--- config.mk ---
export PLATFORM = sky130hd
export DESIGN_NAME = round_robin_task_scheduler_unit
export DESIGN_NICKNAME = d
export VERILOG_FILES = /design/src/rrts_pkg.sv /design/src/rrts_cell.sv /design/src/rrts_entry_upd.sv /design/src/round_robin_task_scheduler_unit.sv
export SDC_FILE = /design/constraint.sdc
export NUM_CORES = 1
export LEC_CHECK = 0
export ABC_CLOCK_PERIOD_IN_PS = 26800
export BUFFER_PORTS_ARGS = -buffer_cell sky130_fd_sc_hd__clkbuf_2
export CORE_ASPECT_RATIO = 0.6
export CORE_MARGIN = 2
export CORE_UTILIZATION = 60
export CTS_BUF_LIST = sky130_fd_sc_hd__clkbuf_8
export CTS_CLUSTER_SIZE = 10
export DETAILED_ROUTE_END_ITERATION = 12
export MAX_ROUTING_LAYER = met4
export PLACE_DENSITY = 0.75
export SETUP_SLACK_MARGIN = 0.4
export SLEW_MARGIN = 15
export SYNTH_ARGS = -nofsm -noshare
export SYNTH_HDL_FRONTEND = slang
export SYNTH_SLANG_ARGS = --single-unit
--- constraint.sdc ---
create_clock -name clk -period 26.8 [get_ports clk]
set_input_delay 1.34 -clock clk [delete_from_list [all_inputs] [get_ports clk]]
set_output_delay 1.34 -clock clk [all_outputs]
set_load 0.05 [all_outputs]
--- src/rrts_pkg.sv ---
package rrts_pkg;

  // Table size and derived widths
  localparam int MAX_TASKS = 16;
  localparam int IDX_W     = (MAX_TASKS > 1) ? $clog2(MAX_TASKS) : 1;
  localparam int CNT_W     = $clog2(MAX_TASKS + 1);
  // common width for comparing an entry index against a 4-bit task index
  localparam int CMP_W     = (IDX_W > 4) ? IDX_W : 4;

  // Operation codes
  localparam logic [2:0] OP_TICK     = 3'd0;
  localparam logic [2:0] OP_CREATE   = 3'd1;
  localparam logic [2:0] OP_DELAY    = 3'd2;
  localparam logic [2:0] OP_SUSPEND  = 3'd3;
  localparam logic [2:0] OP_ACTIVATE = 3'd4;

  // Task status; the running task is the ready task at the current index,
  // so running and ready share one code.
  typedef enum logic [1:0] {
    ST_READY     = 2'd0,
    ST_WAITING   = 2'd2,
    ST_SUSPENDED = 2'd3
  } status_t;

  typedef struct packed {
    status_t     status;
    logic [31:0] wait_left;
  } entry_t;

  // Per-cycle control for the entry update at the head of the chain
  typedef struct packed {
    logic [2:0]  func;
    logic        in_range;
    logic        is_cur;
    logic        is_tgt;
    logic        is_new;
    logic        susp;
    logic [31:0] delay;
  } upd_ctl_t;

endpackage

--- src/rrts_cell.sv ---
module rrts_cell (
  input  logic            clk,
  input  logic            shift,
  input  rrts_pkg::entry_t d,
  output rrts_pkg::entry_t q
);
  import rrts_pkg::*;

  // One task entry; moves one place toward the head on each shift
  always_ff @(posedge clk) begin
    if (shift) begin
      q <= d;
    end
  end

endmodule

--- src/rrts_entry_upd.sv ---
module rrts_entry_upd (
  input  rrts_pkg::upd_ctl_t ctl,
  input  rrts_pkg::entry_t   e_in,
  output rrts_pkg::entry_t   e_out,
  output logic               runnable
);
  import rrts_pkg::*;

  logic [31:0] dec;

  assign dec = e_in.wait_left - 32'd1;

  // Apply the current request to the entry at the head
  always_comb begin
    e_out = e_in;
    if (ctl.in_range) begin
      unique case (ctl.func)
        OP_TICK: begin
          if (e_in.status == ST_WAITING) begin
            e_out.wait_left = dec;
            if (dec == 32'd0) e_out.status = ST_READY;
          end
        end
        OP_DELAY: begin
          if (ctl.is_cur) begin
            e_out.status    = ST_WAITING;
            e_out.wait_left = (ctl.delay == 32'd0) ? 32'd1 : ctl.delay;
          end
        end
        OP_SUSPEND: begin
          if (ctl.is_cur) e_out.status = ST_SUSPENDED;
        end
        OP_ACTIVATE: begin
          if (ctl.is_tgt) e_out.status = ST_READY;
        end
        default: begin
        end
      endcase
    end
    // new entry slot on create
    if (ctl.is_new) begin
      e_out.status    = ctl.susp ? ST_SUSPENDED : ST_READY;
      e_out.wait_left = 32'd0;
    end
  end

  assign runnable = ctl.in_range && (e_out.status == ST_READY);

endmodule

--- src/round_robin_task_scheduler_unit.sv ---
// Channel  | Handshake           | Payload
// ---------+---------------------+---------------------------------------------
// in       | in_valid / in_ready | func, task_index, delay_ticks,
//          |                     | start_suspended
// out      | out_valid/out_ready | running_task, switched, new_task,
//          |                     | create_ok, tick_count
//
// Each request goes through accept, one pass of the task entries around the
// cell ring, and a result state that holds until the result is taken.
// The ring rotates one entry per cycle past a single update unit, which sets
// the per-request length. One request is in work at a time; in_ready is low
// until the result is taken. Reset clears task count, current index and tick
// counter; the task entries are not cleared and are only used once created.
module round_robin_task_scheduler_unit (
  input  logic        clk,
  input  logic        rst,
  input  logic        in_valid,
  output logic        in_ready,
  input  logic [2:0]  func,
  input  logic [3:0]  task_index,
  input  logic [31:0] delay_ticks,
  input  logic        start_suspended,
  output logic        out_valid,
  input  logic        out_ready,
  output logic [3:0]  running_task,
  output logic        switched,
  output logic [3:0]  new_task,
  output logic        create_ok,
  output logic [31:0] tick_count
);
  import rrts_pkg::*;

  typedef enum logic [2:0] {
    S_IDLE = 3'b001,
    S_WALK = 3'b010,
    S_DONE = 3'b100
  } state_t;

  localparam logic [IDX_W-1:0] LAST_IDX = IDX_W'(MAX_TASKS - 1);

  state_t            state, state_next;
  logic [IDX_W-1:0]  head_idx;
  logic [CNT_W-1:0]  total;
  logic [IDX_W-1:0]  cur;
  logic [31:0]       global_ticks;

  logic [2:0]        func_q;
  logic [3:0]        tidx_q;
  logic [31:0]       delay_q;
  logic              susp_q;
  logic              have_cur;

  logic              found_after, found_before;
  logic [IDX_W-1:0]  pick_after, pick_before;
  logic              found_after_next, found_before_next;
  logic [IDX_W-1:0]  pick_after_next, pick_before_next;

  entry_t            chain [MAX_TASKS];
  entry_t            head_upd;
  upd_ctl_t          ctl;
  logic              head_run;
  logic              shift;
  logic              last;
  logic              dispatch;
  logic              create_fits;
  logic [IDX_W-1:0]  pick;

  assign in_ready  = (state == S_IDLE);
  assign out_valid = (state == S_DONE);
  assign shift     = (state == S_WALK);
  assign last      = shift && (head_idx == LAST_IDX);

  // Ring of task cells; the head feeds the update unit, which refills the tail
  for (genvar i = 0; i < MAX_TASKS; i++) begin : g_ring
    if (i == MAX_TASKS - 1) begin : g_tail
      rrts_cell u_cell (.clk(clk), .shift(shift), .d(head_upd), .q(chain[i]));
    end else begin : g_mid
      rrts_cell u_cell (.clk(clk), .shift(shift), .d(chain[i+1]), .q(chain[i]));
    end
  end

  // Control for the entry now at the head
  assign create_fits = (total < CNT_W'(MAX_TASKS));

  always_comb begin
    ctl          = '0;
    ctl.func     = func_q;
    ctl.in_range = (CNT_W'(head_idx) < total);
    ctl.is_cur   = have_cur && (head_idx == cur);
    ctl.is_tgt   = (CMP_W'(head_idx) == CMP_W'(tidx_q));
    ctl.is_new   = (func_q == OP_CREATE) && create_fits && (CNT_W'(head_idx) == total);
    ctl.susp     = susp_q;
    ctl.delay    = delay_q;
  end

  rrts_entry_upd u_upd (
    .ctl     (ctl),
    .e_in    (chain[0]),
    .e_out   (head_upd),
    .runnable(head_run)
  );

  // Round robin search: first runnable above current, else first at or below
  always_comb begin
    found_after_next  = found_after;
    found_before_next = found_before;
    pick_after_next   = pick_after;
    pick_before_next  = pick_before;
    if (head_run) begin
      if (head_idx > cur) begin
        if (!found_after) begin
          found_after_next = 1'b1;
          pick_after_next  = head_idx;
        end
      end else if (!found_before) begin
        found_before_next = 1'b1;
        pick_before_next  = head_idx;
      end
    end
  end

  always_comb begin
    priority if (found_after_next) pick = pick_after_next;
    else if (found_before_next)    pick = pick_before_next;
    else                           pick = cur;
  end

  assign dispatch = have_cur && ((func_q == OP_TICK) || (func_q == OP_DELAY) ||
                                 (func_q == OP_SUSPEND) || (func_q == OP_ACTIVATE));

  // Sequencer
  always_comb begin
    state_next = state;
    unique case (state)
      S_IDLE:  if (in_valid) state_next = S_WALK;
      S_WALK:  if (last) state_next = S_DONE;
      S_DONE:  if (out_ready) state_next = S_IDLE;
      default: state_next = S_IDLE;
    endcase
  end

  // Control state
  always_ff @(posedge clk) begin
    if (rst) begin
      state        <= S_IDLE;
      head_idx     <= '0;
      total        <= '0;
      cur          <= '0;
      global_ticks <= '0;
    end else begin
      state <= state_next;
      if (shift) begin
        head_idx <= last ? '0 : head_idx + IDX_W'(1);
      end
      if (last) begin
        if (func_q == OP_TICK) global_ticks <= global_ticks + 32'd1;
        if ((func_q == OP_CREATE) && create_fits) total <= total + CNT_W'(1);
        if (dispatch) cur <= pick;
      end
    end
  end

  // Request capture, search state and result registers
  always_ff @(posedge clk) begin
    if (in_valid && in_ready) begin
      func_q       <= func;
      tidx_q       <= task_index;
      delay_q      <= delay_ticks;
      susp_q       <= start_suspended;
      have_cur     <= (total != '0) && (CNT_W'(cur) < total);
      found_after  <= 1'b0;
      found_before <= 1'b0;
      pick_after   <= '0;
      pick_before  <= '0;
    end else if (shift) begin
      found_after  <= found_after_next;
      found_before <= found_before_next;
      pick_after   <= pick_after_next;
      pick_before  <= pick_before_next;
    end
    if (last) begin
      running_task <= dispatch ? 4'(pick) : 4'(cur);
      switched     <= dispatch && (pick != cur);
      create_ok    <= (func_q == OP_CREATE) && create_fits;
      new_task     <= ((func_q == OP_CREATE) && create_fits) ? 4'(total) : 4'd0;
      tick_count   <= (func_q == OP_TICK) ? global_ticks + 32'd1 : global_ticks;
    end
  end

`ifndef SYNTH
  // ring walk runs its full length without a break
  a_walk_len: assert property (@(posedge clk) disable iff (rst)
    (state == S_WALK && head_idx != LAST_IDX) |=> (state == S_WALK))
    else $error("task ring walk ended early");

  // ring is back in index order whenever it is at rest
  a_ring_home: assert property (@(posedge clk) disable iff (rst)
    (state != S_WALK) |-> (head_idx == '0))
    else $error("task ring left out of alignment");

  // current task always lies inside the created range
  a_cur_range: assert property (@(posedge clk) disable iff (rst)
    (total != '0) |-> (CNT_W'(cur) < total))
    else $error("current task index beyond task count");

  a_total_max: assert property (@(posedge clk) disable iff (rst)
    total <= CNT_W'(MAX_TASKS))
    else $error("task count above table size");

  // create never reports a task switch
  a_create_sw: assert property (@(posedge clk) disable iff (rst)
    (out_valid && create_ok) |-> !switched)
    else $error("switch reported on create");
`endif

endmodule

==> summary.txt, run 1 <==
Final layout
  – Ratio of cells with drive above 1 in the final layout: 0.143
  – Layout fillers: 2693
  – Area growth, synth to finish: 10.8%
  – Non-filler cells, final: 2207
  – Design area: 27400 µm²
  – Antenna diode count: 0
  – Nets@finish: 1667

Floorplanning
  – Chip Width: 266 µm
  – Core area: 40500 µm²
  – Row cnt: 57
  – Die Y: 161 µm
  – Starting Density: 0.610
  – Die Area: 42800 µm²
  – I/O Pins: 88

Global route
  – Remaining Overflow, GRT: 0
  – GRT Total Usage: 0.218
  – First-pass GRT wire length: 67900 µm
  – Largest net degree at the start of global routing: 203
  – Vias in the first global route: 11974
  – Initial antenna violation count: 3

Timing
  – Clk_skew: 0.0454 ns
  – Setup Viol. Count Final: 0
  – Tightest Pin Transition: 1.11 ns
  – Relative slew margins: 0.262
  – Final period util: 0.160
  – Final min period: 4.29 ns
  – Final Max Slew Viols: 0
  – Worst Slack Setup Final: 22.51 ns
  – Post-route setup TNS: 0 ns
  – RSZ-0062 raised after global routing: false
  – Final hold viol count: 0
  – FMAX: 0.233 GHz

Power
  – Switching Share: 0.207
  – Max VDD drop: 0.0511 mV
  – Switching power: 0.400 mW
  – Combinational Power Share: 0.017
  – Power per cell area: 70.6 nW/µm²
  – P_leak: 9.06 nW
  – Pint: 1.53 mW
  – Clk pwr share: 0.369
  – Sequential power share: 0.614

Worst hold path
  – Hold endpoint: g_ring[4].g_mid.u_cell.q[3]
  – Hold path start: g_ring[5].g_mid.u_cell.q[3]
  – Hold WC Path Type: reg2reg
  – Hold Path Depth: 0

Clock tree
  – Cts repair resizes: 0
  – CTS tree: built
  – H-tree depth: 3
  – Clock Sinks: 685
  – Clock buffer depth: 3
  – Post-CTS Hold Buffers: 0
  – Post-CTS Setup Inserts: 0
  – CTS Root Cell: clkbuf_8
  – CTS clk-pin slew, worst paths: 0.08 ns
  – Total CTS buffers: 92
  – Clk_lat worst skew: 0.68 ns

Detailed routing
  – Final WL: 44700 µm
  – DRT Pass-1 Iters: 5
  – DRC: 0
  – Initial drt markers: 1161
  – ANT nets after route: 0
  – Vias per cell: 5.72
  – Routed WL per cell: 20.2 µm
  – Total number of vias: 12625

Logic synthesis
  – XOR/XNOR share of the synthesized area: 0.0333
  – Compound-cell area share of the yosys netlist: 0.0517
  – Synth Area in Simple Gates: 0.0821
  – Post-Synth Adder-Cell Area: 0.00861
  – Prevailing post-synth register cell: edfxtp_1
  – Sequential share of the synthesized area: 0.810
  – Synth Cell Area: 24700 µm²
  – Syn. warnings: 0
  – Yosys cell types: 77
  – Flops & latches, synth: 685
  – Mux contribution to synthesized area: 0.00243
  – Ys async rst share: 0
  – Net Count, Synth: 1522
  – Syn avg cell area: 16.9 µm²
  – Largest family of logic cells by synthesized area: simple AND/OR/NAND/NOR gates
  – Mapped Cells: 1461
  – Post-synth EDFFs: 627

Placement
  – Pre-CTS WS: 22.55 ns
  – Post-Place Cells: 2043
  – Hpwl dp: 28100 µm
  – Area after DPL: 25700 µm²
  – Port buffer count: 87
  – GPL Wtd Cong: 0.913

Critical path
  – CP arrival: 4.68 ns
  – Internal reg-to-reg setup slack: 22.51 ns
  – Reg2Reg Launch Point: g_ring[0].g_mid.u_cell.q[0]
  – Critical path endpoint category: register
  – Max FO, Critical Path: 12
  – Critical path launch point type: register
  – Data required, critical path: 27.18 ns
  – Cell depth of the worst flop-to-flop path: 12
  – Critical R2R Capture: switched
  – Crit Path Category: reg2reg

Outcome
  – Status: finished clean

Job
  – Max Cap Violations: 0
## cells by family after synthesis
group	Yosys count
fa+ha+maj	17
xor+xnor	94
buf+inv	72
flops	685
mux	6
simple gates	399
compound gates	188
## synthesized netlist by cell type, drive strengths merged (5+ instances only)
library cell    n  area share
a21oi          31      0.0063
a221oi          7      0.0030
a22oi          28      0.0085
a31oi           9      0.0023
and2            6      0.0015
and3           10      0.0025
buf            11      0.0029
clkbuf         37      0.0056
dfxtp          58       0.047
edfxtp        627        0.76
ha             17      0.0086
inv            23      0.0035
mux2i           6      0.0024
nand2         106       0.016
nand2b          8      0.0020
nand3          33      0.0073
nand4          15      0.0041
nor2          127       0.019
nor2b           5      0.0013
nor3           21      0.0049
nor4           23      0.0084
o21a            5      0.0016
o21ai          60       0.012
o31ai           5      0.0015
or3            15      0.0040
or4             7      0.0023
xnor2          47       0.017
xor2           47       0.017
## sequential cells by signal, indices dropped and copies added (netlist names)
name,count
create_ok,1
cur,4
delay_q,32
found_after,1
found_before,1
func_q,3
g_ring.g_mid.u_cell.q,510
g_ring.g_tail.u_cell.q,34
global_ticks,32
have_cur,1
head_idx,4
new_task,4
pick_after,4
pick_before,4
running_task,4
state,3
susp_q,1
switched,1
tick_count,32
tidx_q,4
total,5
## worst max-delay path, cell delays in order, from the launching register on
cell and delay [ns]:
edfxtp_1 0.50, inv_1 0.15, ha_1 0.29, nor3b_4 0.40, nand3_2 0.22, o41ai_1 0.44
nand4_1 0.19, a2111o_1 0.43, o21ai_2 0.46, a32oi_1 0.18, a221o_1 0.39, a221oi_2 0.24
a31oi_1 0.12
## layer usage
layer	vias up	share of wire	global-route usage	wire, µm
met2	411	0.40	0.268	18000
met4	0	0.021	0.0674	917
met1	6265	0.51	0.355	22600
met3	82	0.069	0.0514	3090
met5	-	0	-	0
li1	5867	-	-	-
## stage by stage
stage / power [mW] / hold WS (ns) / util
detailed placement: 1.24 / 0.405 / 0.634
floorplan: 1.24 / 0.400 / -
global route: 2.00 / 0.404 / 0.675
CTS: 1.95 / 0.388 / 0.675
global placement: 1.24 / 0.401 / 0.634
finish: 1.93 / 0.377 / 0.675
## worst max path at each step
stage | startpoint | to | slack, ns | depth (start not counted)
2_1_floorplan | state[0] | pick_before[3] | 9.97 | 5
3_3_place_gp | g_ring[0].g_mid.u_cell.q[0] | switched | 22.65 | 12
3_5_place_dp | g_ring[0].g_mid.u_cell.q[0] | switched | 22.55 | 12
4_1_cts | g_ring[0].g_mid.u_cell.q[0] | switched | 22.55 | 12
5_1_grt | head_idx[0] | cur[1] | 22.19 | 12
6_report | g_ring[0].g_mid.u_cell.q[0] | switched | 22.51 | 12
## power by group through the flow
stage	combinational, mW	clock [mW]	sequential (mW)
floorplan	0.0217	0	1.22
global placement	0.0327	0	1.21
detailed placement	0.0332	0	1.21
CTS	0.0333	0.734	1.19
global route	0.0364	0.778	1.19
finish	0.0333	0.712	1.19
## cells in the final DEF, fill, tap and decap left out, types with 28 or more instances in the layout
master	instances
xnor2_1	47
dfxtp_1	58
edfxtp_1	627
xor2_1	47
nand3_1	30
clkbuf_8	97
a22oi_1	28
a21oi_1	31
o21ai_0	51
inv_1	62
nand2_1	106
nor2_1	127
clkbuf_2	87
## area by class of cell
class / instances / area, µm² / area share
repair buffers: 99 / 538 / 0.0197
clock buffers: 97 / 1340 / 0.0488
multi-input cells: 704 / 4410 / 0.161
inverters: 24 / 97.6 / 0.00357
well taps: 531 / 664 / 0.0243
clock inverters: 67 / 327 / 0.0119
flip-flops and latches: 685 / 20000 / 0.731
Power figures use the tool's default switching activity.
==> run 2, diff against run 1 <==
ABC_CLOCK_PERIOD_IN_PS = 4000   (was 26800)
clock period = 4 ns   (was 26.8 ns; I/O delays follow)
==> summary.txt, run 2 (synthesis results as in run 1) <==
Outcome
  – Status: finished clean

Clock tree
  – Clock buffer depth: 3
  – Total CTS buffers: 91
  – CTS tree: built
  – Clk_lat worst skew: 0.66 ns
  – H-tree depth: 3
  – CTS clk-pin slew, worst paths: 0.08 ns
  – Clock Sinks: 685
  – CTS Root Cell: clkbuf_8

Worst hold path
  – Hold path start: delay_ticks[14]
  – Hold WC Path Type: in2reg
  – Hold endpoint: delay_q[14]
  – Hold Path Depth: 2

Critical path
  – Critical path launch point type: register
  – CP arrival: 3.89 ns
  – Data required, critical path: 4.35 ns
  – Cell depth of the worst flop-to-flop path: 12
  – Max FO, Critical Path: 6
  – Reg2Reg Launch Point: total[1]
  – Crit Path Category: reg2reg
  – Critical R2R Capture: switched
  – Critical path endpoint category: register
  – Internal reg-to-reg setup slack: 0.46 ns

Final layout
  – Nets@finish: 1769
  – Non-filler cells, final: 2317
  – Most frequent cells in the layout: 627 x edfxtp_1, 126 x nor2_1, 105 x nand2_1, 92 x clkbuf_8, 87 x clkbuf_2
  – Biggest regs: g_ring.g_mid.u_cell.q: 510 flops, g_ring.g_tail.u_cell.q: 34 flops
  – Area growth, synth to finish: 15.1%
  – Largest Register: g_ring.g_mid.u_cell.q
  – Most common cell after layout, fill and taps aside: edfxtp_1
  – Max reg flops: 510
  – Layout fillers: 2625
  – Ratio of cells with drive above 1 in the final layout: 0.178
  – Antenna diode count: 0

Timing
  – Setup Viol. Count Final: 0
  – Post-route setup TNS: 0 ns
  – Final hold viol count: 0
  – Final Max Slew Viols: 0
  – Relative slew margins: 0.241
  – Tightest Pin Transition: 1.14 ns
  – Clk_skew: 0.0280 ns
  – FMAX: 0.283 GHz
  – Final period util: 0.885
  – RSZ-0062 raised after global routing: true
  – Final min period: 3.54 ns

Power
  – Max VDD drop: 0.313 mV
  – Power per cell area: 457 nW/µm²
  – P_leak: 9.55 nW

Detailed routing
  – Initial drt markers: 1242
  – ANT nets after route: 0
  – Routed WL per cell: 20.2 µm
  – DRT Pass-1 Iters: 8
  – DRC: 0
  – Vias per cell: 5.62
  – Total number of vias: 13029
  – Final WL: 46800 µm

Job
  – Max Cap Violations: 0

Global route
  – GRT Total Usage: 0.227
  – Remaining Overflow, GRT: 0
  – Largest net degree at the start of global routing: 114
  – Initial antenna violation count: 1
  – Vias in the first global route: 12346
  – First-pass GRT wire length: 70600 µm

Placement
  – GPL Wtd Cong: 0.894
  – Post-Place Cells: 2088
  – Port buffer count: 87
  – Hpwl dp: 29500 µm

Floorplanning
  – Die Area: 42800 µm²
  – Starting Density: 0.610
  – Die Y: 161 µm
  – I/O Pins: 88
  – Row cnt: 57
  – Chip Width: 266 µm
  – Core area: 40500 µm²
-- run 2: stage by stage --
step	util	hold slack (ns)	total power, mW	cell area (µm²)	worst slack (ns)
finish	0.702	0.260	13.0	28400	0.460
global route	0.702	0.236	13.4	28400	0.324
CTS	0.697	0.217	13.1	28200	0.401
detailed placement	0.644	0.379	8.33	26100	0.162
global placement	0.644	0.379	8.32	26100	0.266
floorplan	-	0.299	8.22	24700	0.472
-- run 2: final cells by class --
| class | count | area, µm² | share of cell area |
|---|---|---|---|
| Sequential cell | 685 | 20000 | 0.703 |
| Multi-Input combinational cell | 704 | 4530 | 0.159 |
| Timing Repair Buffer | 202 | 1480 | 0.0519 |
| Clock buffer | 92 | 1270 | 0.0445 |
| Tap cell | 531 | 664 | 0.0234 |
| Clock inverter | 79 | 403 | 0.0142 |
| Inverter | 24 | 97.6 | 0.00343 |
-- run 2: per-layer routing --
layer  vias to the layer above  wire, µm  global-route usage
met5                         -         0                   -
met4                         0       907              0.0631
met3                        79      2970              0.0497
met2                       391     19200               0.294
met1                      6483     23700               0.362
li1                       6076         -                   -
-- run 2: what timing repair did --
item | in CTS | in global routing
resized for setup | 9 | 21
setup endpoints to repair | 13 | 17
hold buffers | 43 | 0
setup buffers | 1 | 14
pin swaps | 4 | 9
hold endpoints to repair | 45 | 0
-- run 2: how the worst max path moves through the flow --
stage	startpoint	end	slack (ns)	cells after the start
2_1_floorplan	g_ring[0].g_mid.u_cell.q[0]	switched	0.47	13
3_3_place_gp	g_ring[0].g_mid.u_cell.q[1]	switched	0.27	13
3_5_place_dp	g_ring[0].g_mid.u_cell.q[1]	switched	0.16	13
4_1_cts	total[1]	switched	0.40	12
5_1_grt	g_ring[0].g_mid.u_cell.q[1]	switched	0.32	13
6_report	total[1]	switched	0.46	12
-- run 2: power by group --
group,switching (mW),leakage (nW),total (mW),internal (mW)
clock network,2.51,0.987,4.75,2.25
registers,0.0562,6.16,7.94,7.88
logic,0.187,2.41,0.286,0.0987
-- run 2: worst max-delay path, cell delays in order (launching register included) --
cell      delay (ns)
dfxtp_1         0.39
inv_1           0.12
ha_1            0.31
nor2b_1         0.14
o211a_1         0.27
o41a_1          0.45
or2_1           0.25
a21oi_2         0.24
o21a_4          0.25
nor2_2          0.09
a221o_1         0.34
a221oi_2        0.25
a31oi_1         0.13
